[src/rtl/core/ps2mpt_pkg.sv]
`timescale 1ns / 1ps
`default_nettype none
// ----------------------------------------------------------------------------
// ps2mpt_pkg
// Shared types, constants and delta decode for the PS/2 mouse packet tracker.
// ----------------------------------------------------------------------------
package ps2mpt_pkg;

  localparam int COORD_BITS_DEF = 13;

  // Configuration register indexes
  localparam logic CFG_WIDTH  = 1'b0;
  localparam logic CFG_HEIGHT = 1'b1;

  localparam int WIDTH_RST  = 1024;
  localparam int HEIGHT_RST = 768;

  // Header byte bit positions
  localparam int HDR_LEFT   = 0;
  localparam int HDR_RIGHT  = 1;
  localparam int HDR_MIDDLE = 2;
  localparam int HDR_SYNC   = 3;
  localparam int HDR_XSIGN  = 4;
  localparam int HDR_YSIGN  = 5;
  localparam int HDR_XOVF   = 6;
  localparam int HDR_YOVF   = 7;

  localparam int DELTA_W = 10;

  typedef enum logic [1:0] {
    PH_HEADER = 2'd0,
    PH_XDELTA = 2'd1,
    PH_YDELTA = 2'd2
  } phase_t;

  // Signed axis delta: two's complement low byte as magnitude, +255 on overflow.
  function automatic logic signed [DELTA_W-1:0] axis_delta(input logic [7:0] b,
                                                           input logic neg,
                                                           input logic ovf);
    logic [7:0]         mag8;
    logic [DELTA_W-1:0] mag;
    mag8 = neg ? (8'd0 - b) : b;
    mag  = {2'b00, mag8} + (ovf ? DELTA_W'(255) : DELTA_W'(0));
    return neg ? $signed(DELTA_W'(0) - mag) : $signed(mag);
  endfunction

endpackage
`default_nettype wire

[src/rtl/core/ps2mpt_in_reg.sv]
`timescale 1ns / 1ps
`default_nettype none
// ----------------------------------------------------------------------------
// ps2mpt_in_reg
// Input word register; refills in the same cycle it is drained.
// ----------------------------------------------------------------------------
module ps2mpt_in_reg (
  input  wire logic       clk,
  input  wire logic       rst_n,
  input  wire logic       in_tvalid,
  output logic            in_tready,
  input  wire logic [7:0] in_tdata,
  input  wire logic       adv,
  output logic            byte_v,
  output logic [7:0]      byte_q
);

  logic       v_r, v_nxt;
  logic [7:0] byte_r;

  assign in_tready = !v_r || adv;
  assign v_nxt     = in_tready ? in_tvalid : v_r;

  always_ff @(posedge clk) begin
    if (!rst_n) begin
      v_r <= 1'b0;
    end else begin
      v_r <= v_nxt;
    end
  end

  always_ff @(posedge clk) begin
    if (in_tvalid && in_tready) begin
      byte_r <= in_tdata;
    end
  end

  assign byte_v = v_r;
  assign byte_q = byte_r;

endmodule
`default_nettype wire

[src/rtl/core/ps2mpt_tracker.sv]
`timescale 1ns / 1ps
`default_nettype none
// ----------------------------------------------------------------------------
// ps2mpt_tracker
// Packet framing, cursor position update and clamp; screen size registers.
// ----------------------------------------------------------------------------
module ps2mpt_tracker
  import ps2mpt_pkg::*;
#(
  parameter int COORD_BITS = COORD_BITS_DEF,
  parameter int OUT_W      = ((2 * COORD_BITS + 3 + 7) / 8) * 8
) (
  input  wire logic                  clk,
  input  wire logic                  rst_n,
  input  wire logic                  cfg_we,
  input  wire logic                  cfg_addr,
  input  wire logic [COORD_BITS-1:0] cfg_data,
  input  wire logic                  step,
  input  wire logic [7:0]            byte_in,
  output logic                       res_valid,
  output logic [OUT_W-1:0]           res_data
);

  localparam int POS_W = COORD_BITS + 3;
  localparam logic signed [POS_W-1:0] ONE = 1;

  phase_t phase_r, phase_nxt;
  logic [7:0] hdr_r, xd_r;
  logic [COORD_BITS-1:0] width_r, height_r;
  logic signed [POS_W-1:0] pos_x_r, pos_y_r, pos_x_nxt, pos_y_nxt;
  logic signed [POS_W-1:0] cand_x, cand_y, top_x, top_y, low_x, low_y;
  logic signed [DELTA_W-1:0] dx, dy;
  logic emit, load_hdr, load_xd;

  // Screen size registers
  always_ff @(posedge clk) begin
    if (!rst_n) begin
      width_r  <= COORD_BITS'(WIDTH_RST);
      height_r <= COORD_BITS'(HEIGHT_RST);
    end else if (cfg_we) begin
      case (cfg_addr)
        CFG_WIDTH:  width_r  <= cfg_data;
        CFG_HEIGHT: height_r <= cfg_data;
        default:    width_r  <= width_r;
      endcase
    end
  end

  // Next phase
  always_comb begin
    phase_nxt = phase_r;
    if (step) begin
      case (phase_r)
        PH_XDELTA: phase_nxt = PH_YDELTA;
        PH_YDELTA: phase_nxt = PH_HEADER;
        default:   phase_nxt = byte_in[HDR_SYNC] ? PH_XDELTA : PH_HEADER;
      endcase
    end
  end

  // Phase outputs
  always_comb begin
    emit     = 1'b0;
    load_hdr = 1'b0;
    load_xd  = 1'b0;
    case (phase_r)
      PH_XDELTA: load_xd  = step;
      PH_YDELTA: emit     = step;
      default:   load_hdr = step && byte_in[HDR_SYNC];
    endcase
  end

  // Position math
  always_comb begin
    dx     = axis_delta(xd_r, hdr_r[HDR_XSIGN], hdr_r[HDR_XOVF]);
    dy     = axis_delta(byte_in, hdr_r[HDR_YSIGN], hdr_r[HDR_YOVF]);
    cand_x = pos_x_r + POS_W'(dx);
    cand_y = pos_y_r - POS_W'(dy);
    top_x  = $signed({3'b000, width_r}) - ONE;
    top_y  = $signed({3'b000, height_r}) - ONE;
    low_x  = (cand_x <= ONE) ? ONE : cand_x;
    low_y  = (cand_y <= ONE) ? ONE : cand_y;
    pos_x_nxt = (low_x >= top_x) ? top_x : low_x;
    pos_y_nxt = (low_y >= top_y) ? top_y : low_y;
  end

  always_ff @(posedge clk) begin
    if (!rst_n) begin
      phase_r <= PH_HEADER;
      hdr_r   <= 8'd0;
      xd_r    <= 8'd0;
      pos_x_r <= '0;
      pos_y_r <= '0;
    end else begin
      phase_r <= phase_nxt;
      if (load_hdr) begin
        hdr_r <= byte_in;
      end
      if (load_xd) begin
        xd_r <= byte_in;
      end
      if (emit) begin
        pos_x_r <= pos_x_nxt;
        pos_y_r <= pos_y_nxt;
      end
    end
  end

  assign res_valid = emit;
  assign res_data  = OUT_W'({hdr_r[HDR_RIGHT], hdr_r[HDR_MIDDLE], hdr_r[HDR_LEFT],
                             pos_y_nxt[COORD_BITS-1:0], pos_x_nxt[COORD_BITS-1:0]});

endmodule
`default_nettype wire

[src/rtl/core/ps2mpt_out_reg.sv]
`timescale 1ns / 1ps
`default_nettype none
// ----------------------------------------------------------------------------
// ps2mpt_out_reg
// Result word register on the master side.
// ----------------------------------------------------------------------------
module ps2mpt_out_reg #(
  parameter int OUT_W = 32
) (
  input  wire logic             clk,
  input  wire logic             rst_n,
  input  wire logic             load,
  input  wire logic             res_valid,
  input  wire logic [OUT_W-1:0] res_data,
  output logic                  out_tvalid,
  input  wire logic             out_tready,
  output logic [OUT_W-1:0]      out_tdata
);

  logic             v_r, v_nxt;
  logic [OUT_W-1:0] data_r;

  always_comb begin
    v_nxt = v_r;
    if (load) begin
      v_nxt = res_valid;
    end else if (out_tready) begin
      v_nxt = 1'b0;
    end
  end

  always_ff @(posedge clk) begin
    if (!rst_n) begin
      v_r <= 1'b0;
    end else begin
      v_r <= v_nxt;
    end
  end

  always_ff @(posedge clk) begin
    if (load && res_valid) begin
      data_r <= res_data;
    end
  end

  assign out_tvalid = v_r;
  assign out_tdata  = data_r;

endmodule
`default_nettype wire

[src/rtl/core/ps2_mouse_packet_tracker.sv]
`timescale 1ns / 1ps
`default_nettype none
// ----------------------------------------------------------------------------
// ps2_mouse_packet_tracker
// Raw PS/2 mouse bytes in, clamped cursor position and buttons out.
// ----------------------------------------------------------------------------
// Slave side takes one raw mouse byte per word. The tracker syncs on a header
// byte with bit 3 set, then takes the X and Y delta bytes; the Y delta word
// produces one result word, all other bytes produce none.
// Each byte waits in the input register; the result word of a Y delta byte is
// loaded into the result register when that byte advances out of it.
// Throughput: one byte per cycle while out_tready is high, set by the
// combinational delta, add and clamp path between input and result registers.
// The input register refills in the cycle it drains, so with out_tready high
// a byte is taken every cycle. While a result word waits, one more byte is
// taken into the input register; in_tready then stays low until the result
// word is taken.
// Reset clears phase, header, X delta and position to zero and loads the
// screen size registers with 1024 x 768. A size write on cfg_* applies to
// any later Y delta byte. While out_tready is low the result word holds.
// ----------------------------------------------------------------------------
module ps2_mouse_packet_tracker
  import ps2mpt_pkg::*;
#(
  parameter int COORD_BITS = COORD_BITS_DEF
) (
  input  wire logic                  clk,
  input  wire logic                  rst_n,
  input  wire logic                  cfg_we,
  input  wire logic                  cfg_addr,
  input  wire logic [COORD_BITS-1:0] cfg_data,
  input  wire logic                  in_tvalid,
  output logic                       in_tready,
  input  wire logic [7:0]            in_tdata,   // data_byte
  output logic                       out_tvalid,
  input  wire logic                  out_tready,
  // cursor_x, cursor_y, left_button, middle_button, right_button, zero pad
  output logic [((2 * COORD_BITS + 3 + 7) / 8) * 8 - 1:0] out_tdata
);

  localparam int OUT_W = ((2 * COORD_BITS + 3 + 7) / 8) * 8;

  logic             byte_v, adv, res_valid;
  logic [7:0]       byte_q;
  logic [OUT_W-1:0] res_data;

  assign adv = byte_v && (!out_tvalid || out_tready);

  ps2mpt_in_reg u_in (
    .clk       (clk),
    .rst_n     (rst_n),
    .in_tvalid (in_tvalid),
    .in_tready (in_tready),
    .in_tdata  (in_tdata),
    .adv       (adv),
    .byte_v    (byte_v),
    .byte_q    (byte_q)
  );

  ps2mpt_tracker #(
    .COORD_BITS (COORD_BITS),
    .OUT_W      (OUT_W)
  ) u_trk (
    .clk       (clk),
    .rst_n     (rst_n),
    .cfg_we    (cfg_we),
    .cfg_addr  (cfg_addr),
    .cfg_data  (cfg_data),
    .step      (adv),
    .byte_in   (byte_q),
    .res_valid (res_valid),
    .res_data  (res_data)
  );

  ps2mpt_out_reg #(
    .OUT_W (OUT_W)
  ) u_out (
    .clk        (clk),
    .rst_n      (rst_n),
    .load       (adv),
    .res_valid  (res_valid),
    .res_data   (res_data),
    .out_tvalid (out_tvalid),
    .out_tready (out_tready),
    .out_tdata  (out_tdata)
  );

endmodule
`default_nettype wire

[config.mk]
export PLATFORM = sky130hd
export DESIGN_NAME = ps2_mouse_packet_tracker
export DESIGN_NICKNAME = d
export VERILOG_FILES = /design/src/rtl/core/ps2mpt_pkg.sv /design/src/rtl/core/ps2mpt_in_reg.sv /design/src/rtl/core/ps2mpt_tracker.sv /design/src/rtl/core/ps2mpt_out_reg.sv /design/src/rtl/core/ps2_mouse_packet_tracker.sv
export SDC_FILE = /design/constraint.sdc
export NUM_CORES = 1
export LEC_CHECK = 0
export ABC_AREA = 1
export BUFFER_PORTS_ARGS = -buffer_cell sky130_fd_sc_hd__buf_2
export CELL_PAD_IN_SITES_DETAIL_PLACEMENT = 1
export CELL_PAD_IN_SITES_GLOBAL_PLACEMENT = 2
export CORE_MARGIN = 8
export CORE_UTILIZATION = 39
export CTS_BUF_LIST = sky130_fd_sc_hd__clkbuf_16
export CTS_CLUSTER_DIAMETER = 40
export DETAILED_ROUTE_END_ITERATION = 12
export PLACE_DENSITY_LB_ADDON = 0.1
export SYNTH_ARGS = -nofsm -noshare
export SYNTH_HDL_FRONTEND = slang
export SYNTH_HIERARCHICAL = 1
export SYNTH_SLANG_ARGS = --single-unit
export TNS_END_PERCENT = 10
[constraint.sdc]
create_clock -name clk -period 12 [get_ports clk]
set_input_delay 0.6 -clock clk [delete_from_list [all_inputs] [get_ports clk]]
set_output_delay 0.6 -clock clk [all_outputs]
set_load 0.02 [all_outputs]
==> flow_summary.ini, run 1 <==
[critical_path]
critPathCaptureType = flop
cp_top_family = simple AND/OR/NAND/NOR gates
crit_top_cell = nand2_1
critPathMaxFanout = 29
slowest_delay_ps = 950
setup.worst_path.start = u_in/byte_q[0]$_DFFE_PP_
r2r_slack_ps = 4260
timing.rr.end = u_trk/pos_y_r[9]$_SDFFE_PN0P_
critical_path_class = reg -> reg
reg2regPathDepth = 42
cp_data_required_time_ps = 12370
cp_slowest_cell = nor2_2
cp-start-kind = flop
r2r-start = u_in/byte_q[0]$_DFFE_PP_
worstPathArrival_ps = 8110
crit_buf_inv = 6

[finish]
mostFrequentLayoutCells = nand2_1 (285), inv_1 (211), nor2_1 (140), ha_1 (90), nand3_1 (88)
final_common_cell = nand2_1
instances_no_fill = 1720
drive_gt1_share_pct = 12.2
syn_to_final_growth_pct = 9.25
n_fill_cell = 3119
nets = 1504
antenna_cells = 0

[yosys]
synth_area_leaders = dfxtp_1 (16%), edfxtp_1 (13%), ha_1 (12%), nand2_1 (11%), inv_1 (8.3%)
synth-warning-count = 6
netlist_area_um2 = 9590
syn_inst = 1360
synth_edf_count = 40
synth_top_cell_by_area = dfxtp_1
ys_async_sr_fraction_pct = 0
synth-seq-area-share_pct = 28.6
synth_top_cell_area_share_pct = 16.1
syn_area_per_cell_um2 = 7.05
ys_types = 48
ys_ff_latch = 117
synth_ff_type = dfxtp_1

[outcome]
status = completed

[routing]
wl_per_cell_um = 16.1
drc_errors = 0
drtIter0Drc = 415
drt_wl_total_mm = 27.6
ant_nets = 0
firstDrtPassIters = 4
via_per_inst = 4.99
vias = 8587

[timing]
max_clock_freq_mhz = 129
drv_slew = 0
clock-skew-final_ps = 14.1
min_period_ps = 7740
holdWs_ps = 358
setup_violations = 0
post-route-period-util_pct = 64.5
fin_tns_setup_ps = 0
worstMarginPinSlew_ps = 1240
maxSlewHeadroom_pct = 17.1
finalHoldViolations = 0
grt_setup_unrepaired = false

[clock_network]
cts_buffers = 17
clockBufferDepth = 2
htreeDepth = 4
cts_tree = done
cts_resized = 0
holdBufCountCts = 0
clock_latency_ps = 430
clk_pin_slew_ps = 60
cts_setup_buffers = 0
clock-root-buffer = clkbuf_16
clock-sinks = 117

[die]
core_area_um2 = 24200
die_area_um2 = 29900
rows = 57
initial_utilization_pct = 39.6
pin_count = 61
die_x_um = 173
die_h_um = 173

[power]
leakage_nw = 5.43
power_density_nw_per_um2 = 138
ir_worst_vdd_mv = 0.0644

[min_path]
hold_depth = 1
holdPathEnd = u_in/byte_q[1]$_DFFE_PP_
min-delay-path-class = in -> reg
hp-start = in_tdata[1]

[grt]
antenna_found_initial = 0
grt_max_degree = 54
grt_pass1_wl_mm = 46.4
overflow = 0
grt_pass1_vias = 9012
grt_use_total_pct = 18.9

[job]
max_cap_viol_count = 0

[placement]
gp_congestion = 0.812
dp_cells = 1688
io_buffers = 60
hpwl_mm = 22.2
==> worst reg2reg max path, delay by kind of cell (launching register included) <==
kind | cells | cell delay (ps)
compound gates | 1 | 70
xor+xnor | 2 | 540
fa+ha+maj | 3 | 1010
buf+inv | 6 | 540
flops | 1 | 450
simple gates | 30 | 5100
==> area by class of cell <==
| cell class | instances | area [um^2] | share of cell area, % |
|---|---|---|---|
| Clock buffer | 17 | 425 | 4.06 |
| Tap cell | 324 | 405 | 3.87 |
| Multi-Input combinational cell | 967 | 5640 | 53.9 |
| Clock inverter | 15 | 120 | 1.15 |
| Sequential cell | 117 | 2740 | 26.2 |
| Timing Repair Buffer | 64 | 330 | 3.15 |
| Inverter | 216 | 811 | 7.74 |
==> cells in the mapped netlist (2+ instances only) <==
cell	instances
or2_2	22
o21bai_1	4
xnor2_1	22
xnor2_2	2
nand3_2	4
nor2_1	141
inv_1	212
o211ai_1	3
or2_1	2
nand2_2	10
a21oi_1	81
clkbuf_1	19
buf_4	32
nand3_1	88
fa_1	4
nand4_1	33
o21ai_0	58
buf_2	4
a21oi_2	10
nor2_2	5
inv_2	4
a21o_1	2
o31ai_1	4
xor2_1	45
nand4_2	10
a31oi_1	2
nand2_1	285
buf_1	2
a211oi_1	2
dfxtp_1	77
nor3_2	5
ha_1	90
a21boi_1	2
edfxtp_1	40
nor3_1	12
buf_6	6
nand3b_1	5
==> per-stage QoR <==
step | total power [mW] | utilization, % | setup WS, ps | cell area [um^2]
after floorplan | 0.892 | - | 6050 | 9610
after global placement | 0.974 | 41.0 | 4430 | 9930
after detailed placement | 0.980 | 41.0 | 4380 | 9930
after CTS | 1.47 | 43.2 | 4260 | 10500
after global routing | 1.56 | 43.2 | 3440 | 10500
final | 1.45 | 43.2 | 4260 | 10500
==> kinds of logic after synthesis <==
logic type	after synthesis	share of synthesized area (%)
other	1	0.0391
adders and majority gates	94	12.6
AOI/OAI and AO/OA	174	10.1
buffers and inverters	280	12.7
DFF	117	28.6
xor gates and xnor gates	69	6.46
and+or+nand+nor	625	29.5
==> how the worst max path moves through the flow <==
stage	depth (start not counted)	slack (ps)	to
after global placement	42	4430	u_trk/pos_y_r[12]$_SDFFE_PN0P_
after CTS	42	4260	u_trk/pos_y_r[9]$_SDFFE_PN0P_
after detailed placement	42	4380	u_trk/pos_y_r[12]$_SDFFE_PN0P_
after floorplan	42	6050	u_out/out_tdata[0]$_DFFE_PP_
final	42	4260	u_trk/pos_y_r[9]$_SDFFE_PN0P_
after global routing	45	3440	u_trk/pos_y_r[9]$_SDFFE_PN0P_
==> metal layers <==
metal	wire length [um]	vias up	track usage, %
met5	0	-	0
met4	280	0	4.06
met3	629	18	2.81
met2	13900	73	34.6
met1	12800	4088	23.0
li1	-	4408	-
==> state kept, by name, summed over array words and instances, names as in the netlist <==
name,flops
u_trk/pos_y_r,16
u_trk/xd_r,8
u_in/byte_q,8
u_trk/pos_x_r,16
u_trk/height_r,13
u_out/out_tdata,32
u_out/out_tvalid,1
u_trk/phase_r,2
u_in/byte_v,1
u_trk/width_r,13
u_trk/hdr_r,7
==> power by group <==
| part | internal (mW) | total, mW | switching, mW |
|---|---|---|---|
| clock | 0.269 | 0.481 | 0.212 |
| combinational | 0.176 | 0.519 | 0.343 |
| sequential | 0.433 | 0.450 | 0.0164 |
| total | 0.878 | 1.45 | 0.572 |
No activity file was read; power rests on OpenSTA's default activity.
==> inputs of run 2 (changes only) <==
CORE_UTILIZATION = 32   (was 39)
clock period = 6.71 ns   (was 12 ns; I/O delays follow)
==> flow_summary.ini, run 2 (synthesis results as in run 1) <==
[critical_path]
reg2regPathDepth = 44
worstPathArrival_ps = 6660
r2r-start = u_in/byte_q[0]$_DFFE_PP_
cp_slowest_cell = edfxtp_1
cp_top_family = simple AND/OR/NAND/NOR gates
critPathCaptureType = flop
cp_data_required_time_ps = 7070
critical_path_class = reg -> reg
crit_top_cell = inv_1
cp-start-kind = flop
critPathMaxFanout = 6
crit_buf_inv = 12
r2r_slack_ps = 410
slowest_delay_ps = 420
timing.rr.end = u_trk/pos_y_r[1]$_SDFFE_PN0P_

[placement]
gp_congestion = 0.784
io_buffers = 60
hpwl_mm = 24.7
post-place-ws_ps = -280
postPlaceCellArea_um2 = 10100

[die]
die_x_um = 189
rows = 63
pin_count = 61
die_h_um = 189
die_area_um2 = 35800
initial_utilization_pct = 32.4
core_area_um2 = 29600

[timing]
setup_violations = 0
holdWs_ps = 91.2
drv_slew = 0
clock-skew-final_ps = 12.9
finalHoldViolations = 0
post-route-period-util_pct = 93.9
max_clock_freq_mhz = 159
min_period_ps = 6300
maxSlewHeadroom_pct = 51.9
worstMarginPinSlew_ps = 719
fin_ws_ps = 411

[clock_network]
clock-sinks = 117
cts_buffers = 17
clock_latency_ps = 420
cts_tree = done
htreeDepth = 4
clock-root-buffer = clkbuf_16
clockBufferDepth = 2
clk_pin_slew_ps = 60

[grt]
grt_pass1_wl_mm = 49.3
overflow = 0
globalRouteMet1Util_pct = 26.7
grt_max_degree = 54
grt_use_total_pct = 17.3
busiest_layer = met1
gr-usage-met3_pct = 2.61
use_met2_pct = 25.4
grt_pass1_vias = 8867
antenna_found_initial = 1

[job]
max_cap_viol_count = 0

[finish]
fin_area_um2 = 11700
drive_gt1_share_pct = 23.7
multi_input_area_um2 = 6290
post-route-util_pct = 39.5
antenna_cells = 0
syn_to_final_growth_pct = 21.8
n_fill_cell = 3663
largest_reg_flops = 32
nets = 1548
seqCellArea_um2 = 2750
mostFrequentLayoutCells = nand2_1 (251), inv_1 (202), nor2_1 (125), nand3_1 (75)
final_common_cell = nand2_1

[power]
total_power_mw = 2.97
power_density_nw_per_um2 = 254
ir_worst_vdd_mv = 0.143
leakage_nw = 5.78

[routing]
firstDrtPassIters = 5
ant_nets = 0
wl_per_cell_um = 17.2
drc_errors = 0
vias = 8792
drtIter0Drc = 377
via_per_inst = 4.80
drt_wl_total_mm = 31.4

[min_path]
holdPathEnd = u_in/byte_q[7]$_DFFE_PP_
min-delay-path-class = in -> reg
hold_depth = 1
hp-start = in_tdata[7]

[outcome]
status = completed
-- run 2: how the worst max path moves through the flow --
stage	from	to	slack, ps	cells after the start
4_1_cts	u_trk/xd_r[0]$_SDFFE_PN0P_	u_trk/pos_x_r[9]$_SDFFE_PN0P_	10	44
2_1_floorplan	u_trk/hdr_r[4]$_SDFFE_PN0P_	u_out/out_tdata[0]$_DFFE_PP_	760	42
3_3_place_gp	u_trk/xd_r[0]$_SDFFE_PN0P_	u_trk/pos_x_r[9]$_SDFFE_PN0P_	-300	44
3_5_place_dp	u_trk/hdr_r[4]$_SDFFE_PN0P_	u_trk/pos_x_r[9]$_SDFFE_PN0P_	-280	40
6_report	u_in/byte_q[0]$_DFFE_PP_	u_trk/pos_y_r[1]$_SDFFE_PN0P_	410	44
5_1_grt	u_trk/xd_r[0]$_SDFFE_PN0P_	u_trk/pos_x_r[1]$_SDFFE_PN0P_	-50	44
-- run 2: layout make-up --
class / instances / share of cell area, %
multi-input cells: 967 / 53.8
flip-flops and latches: 117 / 23.5
inverters: 216 / 7.05
repair buffers: 108 / 6.11
well taps: 390 / 4.18
clock buffers: 17 / 3.64
clock inverters: 15 / 1.67
-- run 2: power by group --
group	switching [mW]	internal, mW	total [mW]
Sequential	0.0278	0.775	0.803
Clock	0.385	0.596	0.981
Combinational	0.733	0.448	1.18
Total	1.15	1.82	2.97
-- run 2: metal layers --
metal | share of wire [%] | routed length (um)
met2 | 42 | 13200
met5 | 0.025 | 8
met3 | 2.7 | 846
met4 | 0.50 | 158
met1 | 55 | 17200
-- run 2: repair_timing --
item                                   4_1_cts  5_1_grt
cloned                                       0        2
resized for setup                            8      165
pin swaps                                    0       73
buffers inserted                             0       27
setup endpoints to repair                   28       58
endpoints found under the hold margin        0        0
hold buffers                                 0        0
-- run 2: per-stage QoR --
stage	setup TNS, ps	std cells
final	0	1830
after global routing	-631	1830
after CTS	0	1801
after detailed placement	-4550	1769
after global placement	-4980	1769
after floorplan	0	1364
-- run 2: worst reg2reg max path: cells and delay by family, from the launching register on --
family,cells,cell delay [ps]
DFF,1,420
buffers and inverters,12,1120
and+or+nand+nor,20,2250
AOI/OAI and AO/OA,5,690
adders and majority gates,4,1090
xor gates and xnor gates,3,680
==> inputs of run 3 (changes only) <==
ABC_AREA = not set   (was 1)
CORE_UTILIZATION = 34   (was 32)
GPL_ROUTABILITY_DRIVEN = 0   (was not set)
==> flow_summary.ini, run 3 <==
[outcome]
status = complete, but fails checks
violations = negative setup slack

[finish]
syn_to_final_growth_pct = 32.9
nets = 1329
antenna_cells = 0
n_fill_cell = 2999
mostFrequentLayoutCells = buf_4 (131), nand2_1 (117), ha_1 (85), nor2_1 (77), dfxtp_1 (72)
drive_gt1_share_pct = 31.0
multi_input_area_um2 = 6240
seqCellArea_um2 = 2750
largest_reg_flops = 32
final_common_cell = buf_4
instances_no_fill = 1556

[critical_path]
r2r_slack_ps = -90
timing.rr.end = u_out/out_tdata[2]$_DFFE_PP_
slowest_delay_ps = 560
r2r-start = u_trk/xd_r[0]$_SDFFE_PN0P_
critPathMaxFanout = 8
cp_slowest_cell = or4_4
critical_path_class = reg -> reg
reg2regPathDepth = 32
cp_data_required_time_ps = 6970
worstPathArrival_ps = 7060
critPathCaptureType = flop
crit_top_cell = buf_6
cp_top_family = compound AO/OA/AOI/OAI gates
cp-start-kind = flop
crit_buf_inv = 5

[placement]
dp_cells = 1482
hpwl_mm = 20.1
io_buffers = 60

[grt]
antenna_found_initial = 0
grt_use_total_pct = 17.2
overflow = 0
grt_pass1_wl_mm = 43.0
grt_max_degree = 71
grt_pass1_vias = 8233

[timing]
grt_setup_unrepaired = true
maxSlewHeadroom_pct = 39.8
setup_violations = 21
min_period_ps = 6800
drv_slew = 0
worstMarginPinSlew_ps = 902
post-route-period-util_pct = 101
max_clock_freq_mhz = 147
clock-skew-final_ps = 16.3
fin_tns_setup_ps = -1030
fin_ws_ps = -91.0
finalHoldViolations = 0

[min_path]
hold_depth = 1
holdPathEnd = u_in/byte_q[2]$_DFFE_PP_
hp-start = in_tdata[2]
min-delay-path-class = in -> reg

[clock_network]
cts_tree = done
clockBufferDepth = 2
clock-root-buffer = clkbuf_16
clock_latency_ps = 430
clock-sinks = 117
htreeDepth = 4
clk_pin_slew_ps = 70
cts_buffers = 17

[routing]
ant_nets = 0
firstDrtPassIters = 4
top_layer_used = met4
route.met2.wl_mm = 12.7
wl_per_cell_um = 17.3
drt_wl_total_mm = 27.0
drtIter0Drc = 271
drc_errors = 0
drt-met1-wl_mm = 13.3
vias = 7834
via_per_inst = 5.03
wl_met3_um = 712

[yosys]
synth_area_leaders = dfxtp_1 (17%), edfxtp_1 (14%), ha_1 (13%), nand2_1 (5.4%), xnor2_1 (5.1%)
netlist_area_um2 = 8820
syn_inst = 1039
ys_async_sr_fraction_pct = 0
ys_types = 79
syn_area_per_cell_um2 = 8.49
synth_common_cells = nand2_1 (127), ha_1 (90), nor2_1 (90), dfxtp_1 (77)
synth_top_cell_area_share_pct = 17.5
yosysMostFrequentCell = nand2_1
synth-seq-area-share_pct = 31.1
ys_ff_latch = 117
synth_ff_type = dfxtp_1
synth-warning-count = 6
synth_top_cell_by_area = dfxtp_1
synth_edf_count = 40

[die]
die_area_um2 = 31400
die_x_um = 177
initial_utilization_pct = 34.2
rows = 59
die_h_um = 177
pin_count = 61
core_area_um2 = 25800

[power]
power_density_nw_per_um2 = 209
ir_worst_vdd_mv = 0.137
leakage_nw = 5.07

[job]
max_cap_viol_count = 0
-- run 3: repair_timing --
action	in CTS	in global routing
pin swaps	36	88
setup endpoints to repair	49	58
hold buffers	0	0
buffers inserted	19	23
gates resized for setup	42	125
-- run 3: logic make-up (layout without fill, tap and decap cells) --
kind of cell    after synthesis  after routing  share of synthesized area, %
xor+xnor                     88             88                          9.33
compound gates              252            252                          19.2
buf+inv                     117            295                          6.45
mux                           7              7                         0.809
fa+ha+maj                    94             94                          13.7
flops                       117            117                          31.1
other cells                   1              5                        0.0425
simple gates                363            363                          19.4
-- run 3: layer usage --
layer	GRT usage (%)	vias to the layer above
li1	-	3964
met4	4.24	0
met5	0	-
met1	22.7	3771
met2	28.2	83
met3	3.61	16
-- run 3: worst max-delay path by stage --
stage | end | slack (ps) | cells after the start | from
final | u_out/out_tdata[2]$_DFFE_PP_ | -90 | 32 | u_trk/xd_r[0]$_SDFFE_PN0P_
after global routing | u_out/out_tdata[5]$_DFFE_PP_ | -410 | 36 | u_trk/xd_r[0]$_SDFFE_PN0P_
after global placement | u_out/out_tdata[5]$_DFFE_PP_ | -310 | 34 | u_trk/xd_r[0]$_SDFFE_PN0P_
after floorplan | u_out/out_tdata[10]$_DFFE_PP_ | 3 | 34 | u_trk/xd_r[0]$_SDFFE_PN0P_
after detailed placement | u_out/out_tdata[4]$_DFFE_PP_ | -420 | 33 | u_trk/xd_r[0]$_SDFFE_PN0P_
after CTS | u_trk/pos_y_r[7]$_SDFFE_PN0P_ | -60 | 29 | u_in/byte_q[2]$_DFFE_PP_
-- run 3: per-stage QoR --
| stage | power, mW | setup slack (ps) | utilization [%] | hold slack [ps] | area (um^2) |
|---|---|---|---|---|---|
| floorplan | 1.20 | 3.17 | - | 434 | 8900 |
| global placement | 1.37 | -313 | 39.1 | 412 | 10100 |
| detailed placement | 1.38 | -423 | 39.1 | 421 | 10100 |
| CTS | 2.38 | -60.5 | 42.7 | 59.1 | 11000 |
| global route | 2.59 | -409 | 45.5 | 52.8 | 11700 |
| finish | 2.45 | -91.0 | 45.5 | 82.8 | 11700 |
-- run 3: report_power, final --
| part | switching (mW) | internal (mW) | leakage [nW] |
|---|---|---|---|
| clock network | 0.408 | 0.527 | 0.283 |
| logic | 0.401 | 0.342 | 3.79 |
| registers | 0.0178 | 0.757 | 0.992 |
-- run 3: final cells by class --
type	count	share of cell area, %
clock buffer	17	3.63
clock inverter	15	1.37
inverter	53	1.70
multi-input combinational	809	53.3
sequential	117	23.5
tap	335	3.58
timing repair buffer	210	13.0
